[config.mk]
export PLATFORM = sky130hd
export DESIGN_NAME = ac_rms_window_meter_unit
export DESIGN_NICKNAME = d
export VERILOG_FILES = /design/src/acrms_pkg.sv /design/src/ac_rms_window_meter_unit.sv /design/src/acrms_regs.sv /design/src/acrms_alu.sv
export SDC_FILE = /design/constraint.sdc
export NUM_CORES = 1
export LEC_CHECK = 0
export BUFFER_PORTS_ARGS = -buffer_cell sky130_fd_sc_hd__clkbuf_2
export CORE_MARGIN = 10
export CORE_UTILIZATION = 35
export CTS_BUF_LIST = sky130_fd_sc_hd__clkbuf_8 sky130_fd_sc_hd__clkbuf_16
export DETAILED_ROUTE_END_ITERATION = 10
export PLACE_DENSITY = 0.54
export SYNTH_ARGS = -nofsm -noshare
export SYNTH_HDL_FRONTEND = slang
export SYNTH_SLANG_ARGS = --single-unit
[constraint.sdc]
create_clock -name clk -period 13.1 [get_ports clk]
set_clock_uncertainty 0.1 [all_clocks]
set_input_delay 1.965 -clock clk [delete_from_list [all_inputs] [get_ports clk]]
set_output_delay 1.965 -clock clk [all_outputs]
set_load 0.005 [all_outputs]
[src/acrms_pkg.sv]
package acrms_pkg;

  // Configuration port geometry
  localparam int ADDR_BITS   = 3;
  localparam int DATA_BITS   = 32;
  localparam int WINDOW_BITS = 8;
  localparam int COUNT_BITS  = 8;

  // Register indexes, decoded from paddr[2]
  typedef logic [0:0] reg_idx_t;
  localparam reg_idx_t REG_MIDPOINT = 1'b0;
  localparam reg_idx_t REG_WINDOW   = 1'b1;

  localparam logic [WINDOW_BITS-1:0] WINDOW_RESET = 8'd20;

endpackage

[src/ac_rms_window_meter_unit.sv]
// A sample that closes no window is squared, then accumulated, and the block returns
// to idle; it takes no new sample until then. A window-closing sample is followed by
// the divide, root and done states before the next item can be accepted, and its
// result is registered in the done state; the shared subtractor yields one quotient
// bit, then one root bit, per cycle.
// Reset (rst, synchronous): state idle, gate disarmed, result_valid, sum, count and previous sample cleared.
module ac_rms_window_meter_unit
  import acrms_pkg::*;
#(
  parameter int SAMPLE_BITS = 10
) (
  input  logic                     clk,
  input  logic                     rst,
  input  logic                     psel,
  input  logic                     penable,
  input  logic                     pwrite,
  input  logic [ADDR_BITS-1:0]     paddr,
  input  logic [DATA_BITS-1:0]     pwdata,
  output logic [DATA_BITS-1:0]     prdata,
  output logic                     pready,
  input  logic                     sample_valid,
  output logic                     sample_ready,
  input  logic [SAMPLE_BITS-1:0]   sample,
  output logic                     result_valid,
  input  logic                     result_ready,
  output logic [SAMPLE_BITS-1:0]   rms_value,
  output logic [2*SAMPLE_BITS-1:0] mean_square,
  output logic [COUNT_BITS-1:0]    window_count
);

  localparam int SUM_BITS  = 2 * SAMPLE_BITS + COUNT_BITS;
  localparam int MS_BITS   = 2 * SAMPLE_BITS;
  localparam int UW        = SAMPLE_BITS + 2;
  localparam int STEP_BITS = $clog2(SUM_BITS);

  typedef enum logic [2:0] {
    ST_IDLE,
    ST_SQUARE,
    ST_ACC,
    ST_DIV,
    ST_SQRT,
    ST_DONE
  } state_t;

  state_t                 state;
  logic [SAMPLE_BITS-1:0] cur;
  logic [SAMPLE_BITS-1:0] prev;
  logic                   armed;
  logic [MS_BITS-1:0]     sq;
  logic [SUM_BITS-1:0]    sum;
  logic [COUNT_BITS-1:0]  count;
  logic [UW-1:0]          rem;
  logic [SAMPLE_BITS-1:0] root;
  logic [MS_BITS-1:0]     ms;
  logic [STEP_BITS-1:0]   step;

  logic [SAMPLE_BITS-1:0] midpoint_level;
  logic [WINDOW_BITS-1:0] window_length;
  logic [WINDOW_BITS-1:0] win;
  logic [COUNT_BITS-1:0]  count_next;
  logic [SUM_BITS-1:0]    sum_next;
  logic                   window_done;

  logic [UW-1:0] alu_a;
  logic [UW-1:0] alu_b;
  logic [UW-1:0] alu_diff;
  logic          alu_ge;

  assign pready = 1'b1;

  acrms_regs #(
    .SAMPLE_BITS(SAMPLE_BITS)
  ) u_regs (
    .clk           (clk),
    .rst           (rst),
    .psel          (psel),
    .penable       (penable),
    .pwrite        (pwrite),
    .paddr         (paddr),
    .pwdata        (pwdata),
    .prdata        (prdata),
    .midpoint_level(midpoint_level),
    .window_length (window_length)
  );

  acrms_alu #(
    .WIDTH(UW)
  ) u_alu (
    .a   (alu_a),
    .b   (alu_b),
    .diff(alu_diff),
    .ge  (alu_ge)
  );

  // Treat a zero window as one sample
  assign win = (window_length == '0) ? WINDOW_BITS'(1) : window_length;

  // Accumulate step values
  assign count_next  = armed ? count + COUNT_BITS'(1) : count;
  assign sum_next    = armed ? sum + SUM_BITS'(sq) : sum;
  assign window_done = (count_next != '0) && (COUNT_BITS'(count_next) >= COUNT_BITS'(win));

  // Feed the shared subtractor: divide shifts one bit in, root shifts two
  always_comb begin
    if (state == ST_SQRT) begin
      alu_a = {rem[UW-3:0], sum[MS_BITS-1 -: 2]};
      alu_b = UW'({root[SAMPLE_BITS-2:0], 2'b01});
    end else begin
      alu_a = {rem[UW-2:0], sum[SUM_BITS-1]};
      alu_b = UW'(count);
    end
  end

  assign sample_ready = (state == ST_IDLE);

  // Sequencer and datapath registers
  always_ff @(posedge clk) begin
    if (rst) begin
      state        <= ST_IDLE;
      prev         <= '0;
      armed        <= 1'b0;
      sum          <= '0;
      count        <= '0;
      result_valid <= 1'b0;
    end else begin
      if (result_valid && result_ready && state != ST_DONE) begin
        result_valid <= 1'b0;
      end
      unique case (state)
        ST_IDLE: begin
          if (sample_valid) begin
            cur   <= sample;
            state <= ST_SQUARE;
          end
        end
        ST_SQUARE: begin
          sq <= MS_BITS'(cur) * MS_BITS'(cur);
          if (prev < midpoint_level && cur >= midpoint_level) begin
            armed <= 1'b1;
          end
          prev  <= cur;
          state <= ST_ACC;
        end
        ST_ACC: begin
          sum   <= sum_next;
          count <= count_next;
          if (window_done) begin
            rem   <= '0;
            step  <= STEP_BITS'(SUM_BITS - 1);
            state <= ST_DIV;
          end else begin
            state <= ST_IDLE;
          end
        end
        ST_DIV: begin
          sum <= {sum[SUM_BITS-2:0], alu_ge};
          if (step == '0) begin
            ms    <= {sum[MS_BITS-2:0], alu_ge};
            rem   <= '0;
            root  <= '0;
            step  <= STEP_BITS'(SAMPLE_BITS - 1);
            state <= ST_SQRT;
          end else begin
            rem  <= alu_ge ? alu_diff : alu_a;
            step <= step - STEP_BITS'(1);
          end
        end
        ST_SQRT: begin
          rem  <= alu_ge ? alu_diff : alu_a;
          root <= {root[SAMPLE_BITS-2:0], alu_ge};
          sum  <= {sum[SUM_BITS-3:0], 2'b00};
          if (step == '0) begin
            state <= ST_DONE;
          end else begin
            step <= step - STEP_BITS'(1);
          end
        end
        ST_DONE: begin
          // Hold until the output register is free
          if (!result_valid || result_ready) begin
            rms_value    <= root;
            mean_square  <= ms;
            window_count <= count;
            result_valid <= 1'b1;
            sum          <= '0;
            count        <= '0;
            state        <= ST_IDLE;
          end
        end
        default: state <= ST_IDLE;
      endcase
    end
  end

endmodule

[src/acrms_regs.sv]
module acrms_regs
  import acrms_pkg::*;
#(
  parameter int SAMPLE_BITS = 10
) (
  input  logic                   clk,
  input  logic                   rst,
  input  logic                   psel,
  input  logic                   penable,
  input  logic                   pwrite,
  input  logic [ADDR_BITS-1:0]   paddr,
  input  logic [DATA_BITS-1:0]   pwdata,
  output logic [DATA_BITS-1:0]   prdata,
  output logic [SAMPLE_BITS-1:0] midpoint_level,
  output logic [WINDOW_BITS-1:0] window_length
);

  localparam logic [SAMPLE_BITS-1:0] MIDPOINT_RESET = {1'b1, {(SAMPLE_BITS-1){1'b0}}};

  reg_idx_t idx;

  assign idx = paddr[2];

  // Write on the access cycle
  always_ff @(posedge clk) begin
    if (rst) begin
      midpoint_level <= MIDPOINT_RESET;
      window_length  <= WINDOW_RESET;
    end else if (psel && penable && pwrite) begin
      unique case (idx)
        REG_MIDPOINT: midpoint_level <= pwdata[SAMPLE_BITS-1:0];
        REG_WINDOW:   window_length  <= pwdata[WINDOW_BITS-1:0];
      endcase
    end
  end

  // Read back
  always_comb begin
    unique case (idx)
      REG_MIDPOINT: prdata = DATA_BITS'(midpoint_level);
      REG_WINDOW:   prdata = DATA_BITS'(window_length);
    endcase
  end

endmodule

[src/acrms_alu.sv]
module acrms_alu #(
  parameter int WIDTH = 12
) (
  input  logic [WIDTH-1:0] a,
  input  logic [WIDTH-1:0] b,
  output logic [WIDTH-1:0] diff,
  output logic             ge
);

  logic borrow;

  // Trial subtract; no borrow means a >= b
  assign {borrow, diff} = {1'b0, a} - {1'b0, b};
  assign ge = ~borrow;

endmodule

======== Word-level counts from Yosys, hierarchy flattened ========
Cells that the tools add are included.
storage, ports and cells
  register bits ........................... 183
  latch bits .............................. 0
  bits in writable memories ............... 0
  bits in read-only memories .............. 0
  input port bits ......................... 52
  output and inout port bits .............. 73
  memories ................................ 0
cells by class
  $add $sub $neg .......................... 4
  $mul .................................... 1
  divide/modulo/power cells ............... 0
  order comparisons ....................... 3
  equality and inequality tests ........... 13
  shift operators ......................... 0
  muxes and demuxes ....................... 29
  bitwise logic cells ..................... 3
  reductions and logical operators ........ 29
operators with widths
  operator                                       count
  case mux 28 bit (4 select lines)               1
  case mux 32 bit (2 select lines)               1
  two-way mux 28 bit                             2
  two-way mux 11 bit                             4
  case mux 11 bit (3 select lines)               1
  adder 28 x 20 -> 28 bit                        1
  two-way mux 8 bit                              3
  multiplier 10 x 10 -> 20 bit                   1
  case mux 10 bit (2 select lines)               1
  case mux 3 bit (6 select lines)                1
  AND reduction 3 bit                            6
  case mux 8 bit (2 select lines)                1
  two-way mux 5 bit                              3
  case mux 5 bit (3 select lines)                1
  subtractor 12 x 11 -> 13 bit                   1
  two-way mux 12 bit                             1
  two-way mux 3 bit                              4
  inequality test 2 bit (second input constant)  6
  greater-or-equal comparator 10 bit             1
  less-than comparator 10 bit                    1
  two-way mux 10 bit                             1
  AND reduction 2 bit                            5
  adder 8 x 1 -> 8 bit (second input constant)   1
  greater-or-equal comparator 8 bit              1
  20 further kinds                               33

======== Longest topological paths before layout ========
Gate-level depths: netlist of run 1.
  word-level depth ........................ 6
  depth in mapped cells ................... 21
  mapped depth without buffers ............ 20

======== Hierarchy ========
Synthesis of run 1 repeated with hierarchy kept, for this count alone.
unflattened totals
  cell total of the unflattened synthesis .. 1343
  area, all modules ....................... 12881.1 sq um
modules (own cells, without submodules)
  module                    instances  cells an instance  area each (sq um)  sequential area each (sq um)
  ac_rms_window_meter_unit  1          1142               11162.0            4414.2
  acrms_regs                1          109                1051.0             360.3
  acrms_alu                 1          92                 668.1              0.0

======== Worst setup path before layout of run 1 ========
No wires, ideal clock.
  path kind ............................... input port to flip-flop
  start ................................... input port rst
  end ..................................... register mean_square[0], enable pin
  data arrival time ....................... 4.956 ns
  required time ........................... 12.520 ns
  path slack .............................. 7.564 ns
  stages on the path ...................... 3
  cell sequence ........................... clkbuf_1 clkbuf_1 nor3_1
between the ends
  word-level cells in the longest chain between the ends .. 2
RTL lines
  what                                  RTL line                         source
  from (decl)                           ac_rms_window_meter_unit.sv:13   input logic rst,
  inverter 1 bit (no source line)       --
  AND reduction 3 bit (no source line)  --
  to (signal assigned)                  ac_rms_window_meter_unit.sv:182  mean_square <= ms;
  to (decl)                             ac_rms_window_meter_unit.sv:27   output logic [2*SAMPLE_BITS-1:0] mean_square,
No other way between the ends.
A chain may end at the register's enable or synchronous reset.

======== Worst setup path in the final report of run 1 ========
  start ................................... register cur[0]
  end ..................................... register sq[19], data pin
between the ends
  word-level cells in the longest chain between the ends .. 1
RTL lines
  what                          RTL line                         source
  from (decl)                   ac_rms_window_meter_unit.sv:46   logic [SAMPLE_BITS-1:0] cur;
  from (signal assigned)        ac_rms_window_meter_unit.sv:132  cur <= sample;
  multiplier 10 x 10 -> 20 bit  ac_rms_window_meter_unit.sv:137  sq <= MS_BITS'(cur) * MS_BITS'(cur);
  to (signal assigned)          ac_rms_window_meter_unit.sv:137
  to (decl)                     ac_rms_window_meter_unit.sv:49   logic [MS_BITS-1:0] sq;
No other way between the ends.

==> flow_metrics.py, run 1 <==
metrics = {
    "place": {
        "hpwl_mm": 20.4,
        "place_ws_ns": 7.33,
        "port_buffers": 77,
        "gp_congestion": 0.836,
        "placed_area_um2": 12900,
    },
    "yosys": {
        "synth_cell_types": 72,
        "netlist_instances": 1264,
        "avgSynthCellArea_um2": 9.62,
        "ys_ff_latch": 182,
        "yosys.area.top_type_share_pct": 27.9,
        "ys_warn_count": 0,
        "synth_top_area_cell": "edfxtp_1",
        "async_flop_share_pct": 0,
        "ys_seq_area_share_pct": 39.3,
        "synth_edf_count": 113,
        "yosysMostFrequentCell": "nand2_1",
        "syn_area_um2": 12200,
        "ys.flop_type": "edfxtp_1",
        "synth_commonest_cells": "nand2_1, edfxtp_1, inv_1",
        "synthTopCellsByArea": "edfxtp_1, dfxtp_1, ha_1, fa_1, nand2_1",
    },
    "timing": {
        "fmax_mhz": 175,
        "worst_pin_slew_ns": 1.16,
        "setup_viol": 0,
        "worst_slack_ns": 7.40,
        "slew_violations": 0,
        "finalSetupTns_ns": 0,
        "fin_crit_ns": 5.70,
        "slew_headroom_pct": 22.1,
        "rsz0062_at_grt": "no",
        "period_share_pct": 43.5,
        "hold_viol_final": 0,
    },
    "final_layout": {
        "area_growth_pct": 10.8,
        "antenna_cells": 0,
        "fillers": 3438,
        "multi_input_area_um2": 6670,
        "drive_gt1_share_pct": 11.1,
        "register_area_um2": 4770,
        "fin_area_um2": 13500,
        "fin_util_pct": 39.2,
        "num-nets-final": 1524,
    },
    "power_and_ir_drop": {
        "p_leak_nw": 5.69,
        "ir_drop_v": 0.000108,
        "powerDensity_nw_per_um2": 185,
        "power.total_mw": 2.49,
    },
    "route": {
        "drtIter0Drc": 575,
        "routed_via_density": 4.95,
        "totalWireLength_mm": 27.2,
        "dr.pass1.iters": 5,
        "dr_total_vias": 8827,
        "drc_errors": 0,
        "drtAntennaViolNets": 0,
        "wl_per_cell_um": 15.2,
    },
    "clock_network": {
        "ctsHoldBuffers": 0,
        "root_buffer": "clkbuf_16",
        "clockBufferDepth": 2,
        "ctsHtreeMaxLevel": 4,
        "cts.clk_slew.worst_paths_ns": 0.08,
        "clk_latency_ns": 0.44,
        "cts.sinks": 182,
        "cts_made_buffers": 17,
        "cts_tree": "built",
        "cts_post_setup_buffers_inserted": 0,
        "cts_resized": 0,
    },
    "global_routing": {
        "grt_pass1_vias": 8847,
        "grt_pass1_wl_mm": 44.6,
        "antenna_found_initial": 0,
        "grt_usage_pct": 12.8,
        "grt_max_degree": 79,
        "gr-total-overflow": 0,
    },
    "critical_path": {
        "worst_setup_path_start_kind": "flip-flop",
        "cp.required_ns": 13.18,
        "crit_arrival_ns": 5.78,
        "end_kind": "flip-flop",
        "path_max_fanout": 15,
        "crit_type": "flip-flop to flip-flop",
    },
    "floorplan": {
        "row_count": 68,
        "dieArea_um2": 42600,
        "ios": 125,
        "start_util_pct": 35.4,
        "die_h_um": 206,
        "core_area_um2": 34400,
        "die_w_um": 206,
    },
    "outcome": {
        "run_status": "completed",
    },
    "hold_path": {
        "hold_path.class": "flip-flop to flip-flop",
    },
    "job": {
        "cap_violations": 0,
    },
}
==> cell type report <==
type	instances	share of cell area, %
multi-input cells	914	49.5
inverters	112	3.12
well taps	455	4.22
repair buffers	88	3.47
clock inverters	15	1.12
flip-flops and latches	182	35.4
clock buffers	17	3.16
==> placed cells by master, fill, tap and decap left out, drive strengths merged, types with 5 or more instances in the layout <==
master  instances
nand2         154
inv           122
edfxtp        113
ha            109
nor2           96
clkbuf         94
a21oi          80
dfxtp          69
o21ai          62
fa             48
and2           37
xnor2          35
conb           23
nor3           22
a21o           22
a211oi         21
a31oi          18
xor2           17
nor2b          16
nand3          14
mux2i          11
nand2b         11
buf            11
a222oi          9
or3             8
and3            8
a221oi          8
o21a            8
nor4            6
o22ai           6
nand4           6
a22oi           6
mux2            5
a21boi          5
==> worst paths after layout <==
path	endpoint	depth (start not counted)	slack, ns	from
worst min-delay path	mean_square[13]	0	0.32	ms[13]
worst max-delay path	sq[19]	18	7.40	cur[0]
worst max register to register	sq[19]	18	7.40	cur[0]
worst min register to register	mean_square[13]	0	0.32	ms[13]
==> kinds of logic after synthesis <==
group	count (synthesis)	share of synthesized area [%]
compound gates	278	15.3
xor+xnor	52	3.75
fa+ha+maj	157	19.1
buf+inv	189	6.64
flops	182	39.3
mux	16	1.37
other cells	2	0.0618
simple gates	388	14.5
==> power breakdown <==
group	leakage [nW]	switching (mW)	internal [mW]
Combinational	3.81	0.674	0.521
Sequential	1.60	0.0694	0.718
Clock	0.279	0.252	0.256
Total	5.69	0.995	1.49
==> worst max-delay path: stages (launching register included) <==
cell and delay, ns:
edfxtp_1 0.73, nand2_1 0.24, fa_1 0.55, fa_1 0.55
inv_1 0.05, fa_1 0.50, fa_1 0.54, inv_1 0.05
fa_1 0.53, inv_1 0.04, ha_1 0.21, and3_1 0.17
a21oi_1 0.16, inv_1 0.08, a21o_1 0.19, nor2b_1 0.16
o31ai_1 0.10, o41ai_1 0.36, xnor2_1 0.12
==> per-layer routing <==
metal  wire [um]  share of wire, %  GRT usage, %  up-vias
met2       12900                47          21.2      145
met5           0                 0             0        -
met1       13000                48          16.7     4186
met3        1090               4.0          2.65       15
li1            -                 -             -     4481
met4         254              0.93          3.28        0
==> registers in the layout, summed over array words and instances (netlist names) <==
register / count
count: 8
rms_value: 10
root: 10
rem: 11
u_regs.midpoint_level: 10
armed: 1
result_valid: 1
ms: 20
cur: 10
sq: 19
sum: 28
step: 5
state: 3
window_count: 8
mean_square: 20
u_regs.window_length: 8
prev: 10
==> stage by stage <==
| stage | cells | hold slack (ns) |
|---|---|---|
| global route | 1783 | 0.327 |
| CTS | 1783 | 0.319 |
| finish | 1783 | 0.320 |
| global placement | 1751 | 0.302 |
| floorplan | 1285 | 0.300 |
| detailed placement | 1751 | 0.305 |
(Power assumes the default switching activity.)
==> run 2: changes to the inputs <==
--- a/config.mk
+++ b/config.mk
@@ -5,12 +5,13 @@
 export SDC_FILE = /design/constraint.sdc
 export NUM_CORES = 1
 export LEC_CHECK = 0
+export ABC_AREA = 1
 export BUFFER_PORTS_ARGS = -buffer_cell sky130_fd_sc_hd__clkbuf_2
 export CORE_MARGIN = 10
 export CORE_UTILIZATION = 35
 export CTS_BUF_LIST = sky130_fd_sc_hd__clkbuf_8 sky130_fd_sc_hd__clkbuf_16
 export DETAILED_ROUTE_END_ITERATION = 10
-export PLACE_DENSITY = 0.54
+export PLACE_DENSITY = 0.56
 export SYNTH_ARGS = -nofsm -noshare
 export SYNTH_HDL_FRONTEND = slang
 export SYNTH_SLANG_ARGS = --single-unit
==> constraint.sdc (replaced) <==
create_clock -name clk -period 5.2 [get_ports clk]
set_clock_uncertainty 0.1 [all_clocks]
set_input_delay 0.78 -clock clk [delete_from_list [all_inputs] [get_ports clk]]
set_output_delay 0.78 -clock clk [all_outputs]
set_load 0.005 [all_outputs]
==> flow_metrics.py, run 2 <==
metrics = {
    "outcome": {
        "run_status": "completed",
    },
    "job": {
        "cap_violations": 0,
    },
    "global_routing": {
        "grt_pass1_wl_mm": 52.0,
        "grt_usage_pct": 14.2,
        "grt_max_degree": 39,
        "antenna_found_initial": 0,
        "gr-total-overflow": 0,
        "grt_pass1_vias": 10200,
    },
    "place": {
        "dp_cells": 2141,
        "port_buffers": 77,
        "hpwl_mm": 24.4,
        "gp_congestion": 0.909,
    },
    "route": {
        "dr.pass1.iters": 5,
        "wl_per_cell_um": 14.6,
        "totalWireLength_mm": 31.7,
        "routed_via_density": 4.84,
        "drc_errors": 0,
        "drtAntennaViolNets": 0,
        "dr_total_vias": 10500,
        "drtIter0Drc": 624,
    },
    "hold_path": {
        "hold_path_end": "mean_square[14]",
        "hold_path.class": "flip-flop to flip-flop",
        "worstHoldStart": "ms[14]",
        "whs_path_depth": 0,
    },
    "final_layout": {
        "top_regs": "sum x28, mean_square x20, ms x20",
        "final_cell_mix": "nand2_1, inv_1, nor2_1",
        "drive_gt1_share_pct": 9.19,
        "top_register": "sum",
        "layout_commonest_cell": "nand2_1",
        "largest_reg_flops": 28,
        "num-nets-final": 1904,
        "antenna_cells": 0,
        "final_cells": 2176,
        "area_growth_pct": 12.0,
    },
    "floorplan": {
        "row_count": 70,
        "ios": 125,
        "start_util_pct": 35.4,
        "core_area_um2": 36400,
        "die_w_um": 212,
        "dieArea_um2": 44900,
        "die_h_um": 212,
    },
    "critical_path": {
        "rr_startpoint": "cur[1]",
        "reg2reg_depth": 16,
        "end_kind": "flip-flop",
        "cp.required_ns": 5.29,
        "path_common_cell": "fa_1",
        "cp_slowest_stage_delay_ns": 0.55,
        "slowest_stage": "fa_1",
        "path_buf_inv": 4,
        "reg2reg_slack_ns": 0.30,
        "path_max_fanout": 6,
        "r2r_end": "sq[15]",
        "worst_setup_path_start_kind": "flip-flop",
        "critPathTopFamily": "adder cells",
        "worstPathCellList": "nand2_1, fa_1, fa_1, inv_1, fa_1, fa_1, inv_1, fa_1, inv_1, ha_1, nand2_1, nor2_1, inv_1, o21ai_2, a21oi_1, xor2_1",
        "crit_type": "flip-flop to flip-flop",
        "crit_arrival_ns": 4.99,
    },
    "clock_network": {
        "ctsHtreeMaxLevel": 4,
        "clk_latency_ns": 0.46,
        "cts.clk_slew.worst_paths_ns": 0.07,
        "cts_tree": "built",
        "cts_made_buffers": 17,
        "root_buffer": "clkbuf_16",
        "clockBufferDepth": 2,
        "cts.sinks": 182,
    },
    "yosys": {
        "ys.flop_type": "edfxtp_1",
        "synth_top_area_cell": "edfxtp_1",
        "ys_seq_area_share_pct": 37.1,
        "syn_area_um2": 12900,
        "yosys.area.top_type_share_pct": 26.3,
        "synth_edf_count": 113,
        "synthTopCellsByArea": "edfxtp_1, dfxtp_1, nand2_1, ha_1, inv_1",
        "synth_cell_types": 50,
        "ys_warn_count": 0,
        "synth_commonest_cells": "nand2_1, inv_1, nor2_1",
        "netlist_instances": 1616,
        "ys_ff_latch": 182,
        "avgSynthCellArea_um2": 7.97,
        "yosysMostFrequentCell": "nand2_1",
        "async_flop_share_pct": 0,
    },
    "power_and_ir_drop": {
        "ir_drop_v": 0.000337,
        "powerDensity_nw_per_um2": 594,
        "power.total_mw": 8.57,
        "p_leak_nw": 7.01,
    },
    "timing": {
        "slew_headroom_pct": 12.3,
        "timing.hold.ws_ns": 0.316,
        "hold_viol_final": 0,
        "slew_violations": 0,
        "setup_viol": 0,
        "period_share_pct": 94.3,
        "worst_pin_slew_ns": 1.32,
        "fmax_mhz": 204,
        "fin_crit_ns": 4.90,
        "finalSetupTns_ns": 0,
        "rsz0062_at_grt": "no",
    },
}
==> run 2: cell count changes after synthesis, sizes merged, moves of 15 or more <==
cell    previous run  this run
a211oi            21         6
a21o              22         2
a21oi             80       129
a31oi             18         1
and2              37         2
clkbuf            45        29
inv              112       283
nand2            154       367
nand3             14        60
nor2              96       137
nor2b             16         0
o21ai             62        99
xnor2             35         9
==> run 2: cells by family after synthesis <==
| family | count (synthesis) | share of synthesized area, % |
|---|---|---|
| XOR/XNOR | 37 | 2.52 |
| AO/OA/AOI/OAI | 280 | 11.9 |
| adder cells (fa/ha/maj) | 157 | 18.0 |
| other | 2 | 0.0583 |
| flip-flops | 182 | 37.1 |
| buffers and inverters | 347 | 10.9 |
| AND/OR/NAND/NOR | 611 | 19.5 |
==> run 2: power by group <==
group	internal [mW]	switching [mW]	leakage [nW]
Combinational	1.78	3.18	5.11
Sequential	1.97	0.230	1.59
Clock	0.809	0.604	0.309
Total	4.56	4.01	7.01
==> run 2: how the worst max path moves through the flow <==
stage	slack, ns	depth (start not counted)	from	to
after floorplan	0.26	17	cur[9]	sq[15]
after global placement	0.20	15	cur[3]	sq[17]
after detailed placement	0.10	15	cur[3]	sq[17]
after CTS	0.09	15	cur[3]	sq[17]
after global routing	0.04	17	cur[1]	sq[13]
final	0.30	16	cur[1]	sq[15]
==> run 2: stage by stage <==
| stage | setup WS, ns | area [um2] | utilization [%] |
|---|---|---|---|
| 6_report | 0.299 | 14400 | 39.6 |
| 3_3_place_gp | 0.199 | 13800 | 37.8 |
| 3_5_place_dp | 0.104 | 13800 | 37.8 |
| 4_1_cts | 0.0946 | 14400 | 39.5 |
| 2_1_floorplan | 0.262 | 13000 | - |
| 5_1_grt | 0.0407 | 14400 | 39.6 |
==> run 2: per-layer routing <==
metal  global-route usage [%]  vias up  routed length (um)
met4                     3.62        0                 378
li1                         -     5352                   -
met1                     19.3     4938               15300
met2                     23.1      210               14700
met3                     2.14       28                1330
met5                        0        -                   0
==> run 2: timing repair <==
item / in CTS / in global routing
hold buffers: 0 / 0
setup buffers: 0 / 3
setup endpoints to repair: 0 / 4
gates resized for setup: 0 / 4
==> run 2: worst register-to-register path, delay by kind of cell (launching register included) <==
family | cells | cell delay, ns
adders and majority gates | 6 | 2.97
and+or+nand+nor | 3 | 0.43
buffers and inverters | 4 | 0.22
DFF | 1 | 0.46
AOI/OAI and AO/OA | 2 | 0.32
xor gates and xnor gates | 1 | 0.15
==> run 2: layout make-up <==
| cell class | count | area, um2 |
|---|---|---|
| Clock buffer | 17 | 425 |
| Inverter | 283 | 1060 |
| Clock inverter | 15 | 198 |
| Fill cell | 3788 | 22000 |
| Timing Repair Buffer | 103 | 581 |
| Multi-Input combinational cell | 1108 | 6800 |
| Sequential cell | 182 | 4770 |
| Tap cell | 468 | 586 |
==> run 3: changes to the inputs <==
--- a/config.mk
+++ b/config.mk
@@ -8,10 +8,10 @@
 export ABC_AREA = 1
 export BUFFER_PORTS_ARGS = -buffer_cell sky130_fd_sc_hd__clkbuf_2
 export CORE_MARGIN = 10
-export CORE_UTILIZATION = 35
+export CORE_UTILIZATION = 25
 export CTS_BUF_LIST = sky130_fd_sc_hd__clkbuf_8 sky130_fd_sc_hd__clkbuf_16
 export DETAILED_ROUTE_END_ITERATION = 10
-export PLACE_DENSITY = 0.56
+export PLACE_DENSITY = 0.44
 export SYNTH_ARGS = -nofsm -noshare
 export SYNTH_HDL_FRONTEND = slang
 export SYNTH_SLANG_ARGS = --single-unit
==> flow_metrics.py, run 3 (same netlist as run 2, synthesis figures left out) <==
metrics = {
    "route": {
        "drtAntennaViolNets": 0,
        "drc_errors": 0,
        "routed_via_density": 4.33,
        "drtIter0Drc": 655,
        "totalWireLength_mm": 34.0,
        "dr_total_vias": 10400,
        "wl_per_cell_um": 14.2,
        "dr.pass1.iters": 5,
    },
    "timing": {
        "period_share_pct": 94.3,
        "worst_pin_slew_ns": 1.19,
        "finalSetupTns_ns": 0,
        "fmax_mhz": 204,
        "setup_viol": 0,
        "hold_viol_final": 0,
        "slew_violations": 0,
        "slew_headroom_pct": 20.4,
        "fin_crit_ns": 4.90,
        "rsz0062_at_grt": "no",
        "timing.hold.ws_ns": 0.315,
    },
    "power_and_ir_drop": {
        "internal-power_mw": 4.48,
        "power.total_mw": 8.52,
        "pwr-share-clk_pct": 15.8,
        "p_comb_share_pct": 58.4,
        "power_frac_seq_pct": 25.8,
        "p_switching_mw": 4.04,
        "swShare_pct": 47.4,
        "p_leak_nw": 7.01,
        "ir_drop_v": 0.000264,
        "powerDensity_nw_per_um2": 580,
    },
    "job": {
        "cap_violations": 0,
    },
    "floorplan": {
        "die_h_um": 247,
        "dieArea_um2": 61000,
        "die_w_um": 247,
        "row_count": 83,
        "start_util_pct": 25.2,
        "core_area_um2": 51200,
        "ios": 125,
    },
    "final_layout": {
        "multi_input_area_um2": 6790,
        "area_growth_pct": 14.0,
        "layout_commonest_cell": "nand2_1",
        "largest_reg_flops": 28,
        "num-nets-final": 1907,
        "drive_gt1_share_pct": 9.29,
        "top_register": "sum",
        "fin_area_um2": 14700,
        "final_cell_mix": "nand2_1, inv_1, nor2_1",
        "top_regs": "sum x28, mean_square x20, ms x20",
        "register_area_um2": 4770,
        "antenna_cells": 0,
        "fillers": 5558,
    },
    "global_routing": {
        "grt_usage_pct": 11.3,
        "antenna_found_initial": 0,
        "gr-total-overflow": 0,
        "grt_pass1_wl_mm": 54.6,
        "grt_pass1_vias": 10300,
        "grt_max_degree": 39,
    },
    "place": {
        "placed_area_um2": 14000,
        "gp_congestion": 0.896,
        "hpwl_mm": 26.5,
        "port_buffers": 77,
    },
    "critical_path": {
        "worst_setup_path_start_kind": "flip-flop",
        "path_max_fanout": 5,
        "crit_arrival_ns": 5.00,
        "cp.required_ns": 5.30,
        "end_kind": "flip-flop",
        "crit_type": "flip-flop to flip-flop",
    },
    "hold_path": {
        "hold_path.class": "flip-flop to flip-flop",
    },
    "clock_network": {
        "root_buffer": "clkbuf_16",
        "clk_latency_ns": 0.47,
        "cts_made_buffers": 17,
        "clockBufferDepth": 2,
        "ctsHtreeMaxLevel": 4,
        "cts_tree": "built",
        "cts.clk_slew.worst_paths_ns": 0.07,
        "cts.sinks": 182,
    },
    "outcome": {
        "run_status": "completed",
    },
}
-- run 3: cell types whose count changed in the layout (fill, tap and decap cells not counted), moves of 2 or more --
cell,previous run,this run
buf_4,26,29
clkinvlp_4,0,3
bufinv_16,4,2
inv_6,4,2
o21ai_0,75,73
o21ai_1,22,24
-- run 3: final timing paths --
kind / startpoint / end / slack [ns] / depth (start not counted)
max: cur[6] / sq[15] / 0.30 / 16
min: ms[14] / mean_square[14] / 0.31 / 0
max reg2reg: cur[6] / sq[15] / 0.30 / 16
min reg2reg: ms[14] / mean_square[14] / 0.31 / 0
-- run 3: final cells by class --
| class | instances | area share (%) |
|---|---|---|
| inverter | 283 | 7.24 |
| multi-input combinational | 1108 | 46.3 |
| sequential | 182 | 32.5 |
| tap | 680 | 5.80 |
| timing repair buffer | 106 | 4.11 |
| clock inverter | 14 | 1.01 |
| clock buffer | 18 | 3.07 |
-- run 3: power by group through the flow --
| stage | Sequential (mW) | Clock, mW | Combinational [mW] |
|---|---|---|---|
| after global placement | 2.23 | 0 | 4.94 |
| after detailed placement | 2.23 | 0 | 4.97 |
| after CTS | 2.20 | 1.39 | 5.01 |
| after floorplan | 2.13 | 0 | 3.78 |
| final | 2.20 | 1.34 | 4.97 |
| after global routing | 2.23 | 1.44 | 5.78 |
-- run 3: worst max-delay path, cell delays in order, from the launching register on --
cell	delay [ns]
edfxtp_1	0.49
nand2_1	0.16
inv_1	0.07
fa_1	0.43
fa_1	0.57
fa_1	0.44
fa_1	0.55
inv_1	0.05
fa_1	0.53
inv_1	0.04
ha_1	0.35
nand2_1	0.11
nor2_1	0.19
inv_1	0.08
o21ai_2	0.20
a21oi_1	0.11
xor2_1	0.16
-- run 3: through the flow --
step | setup slack (ns) | instances | util, %
2_1_floorplan | 0.262 | 1637 | -
3_3_place_gp | 0.158 | 2353 | 27.4
3_5_place_dp | 0.101 | 2353 | 27.4
4_1_cts | 0.0815 | 2385 | 28.6
5_1_grt | 0.0283 | 2391 | 28.7
6_report | 0.297 | 2391 | 28.7
-- run 3: metal layers --
layer / routed length, um / global-route usage [%]
met5: 0 / 0
met4: 306 / 2.62
met3: 1310 / 2.38
met2: 15800 / 18.1
met1: 16700 / 15.2
-- run 3: timing repair --
| item | CTS | global route |
|---|---|---|
| endpoints found under the setup margin | 0 | 7 |
| hold endpoints to repair | 0 | 0 |
| gates resized for setup | 0 | 3 |
| hold buffers | 0 | 0 |
| setup buffers | 0 | 6 |
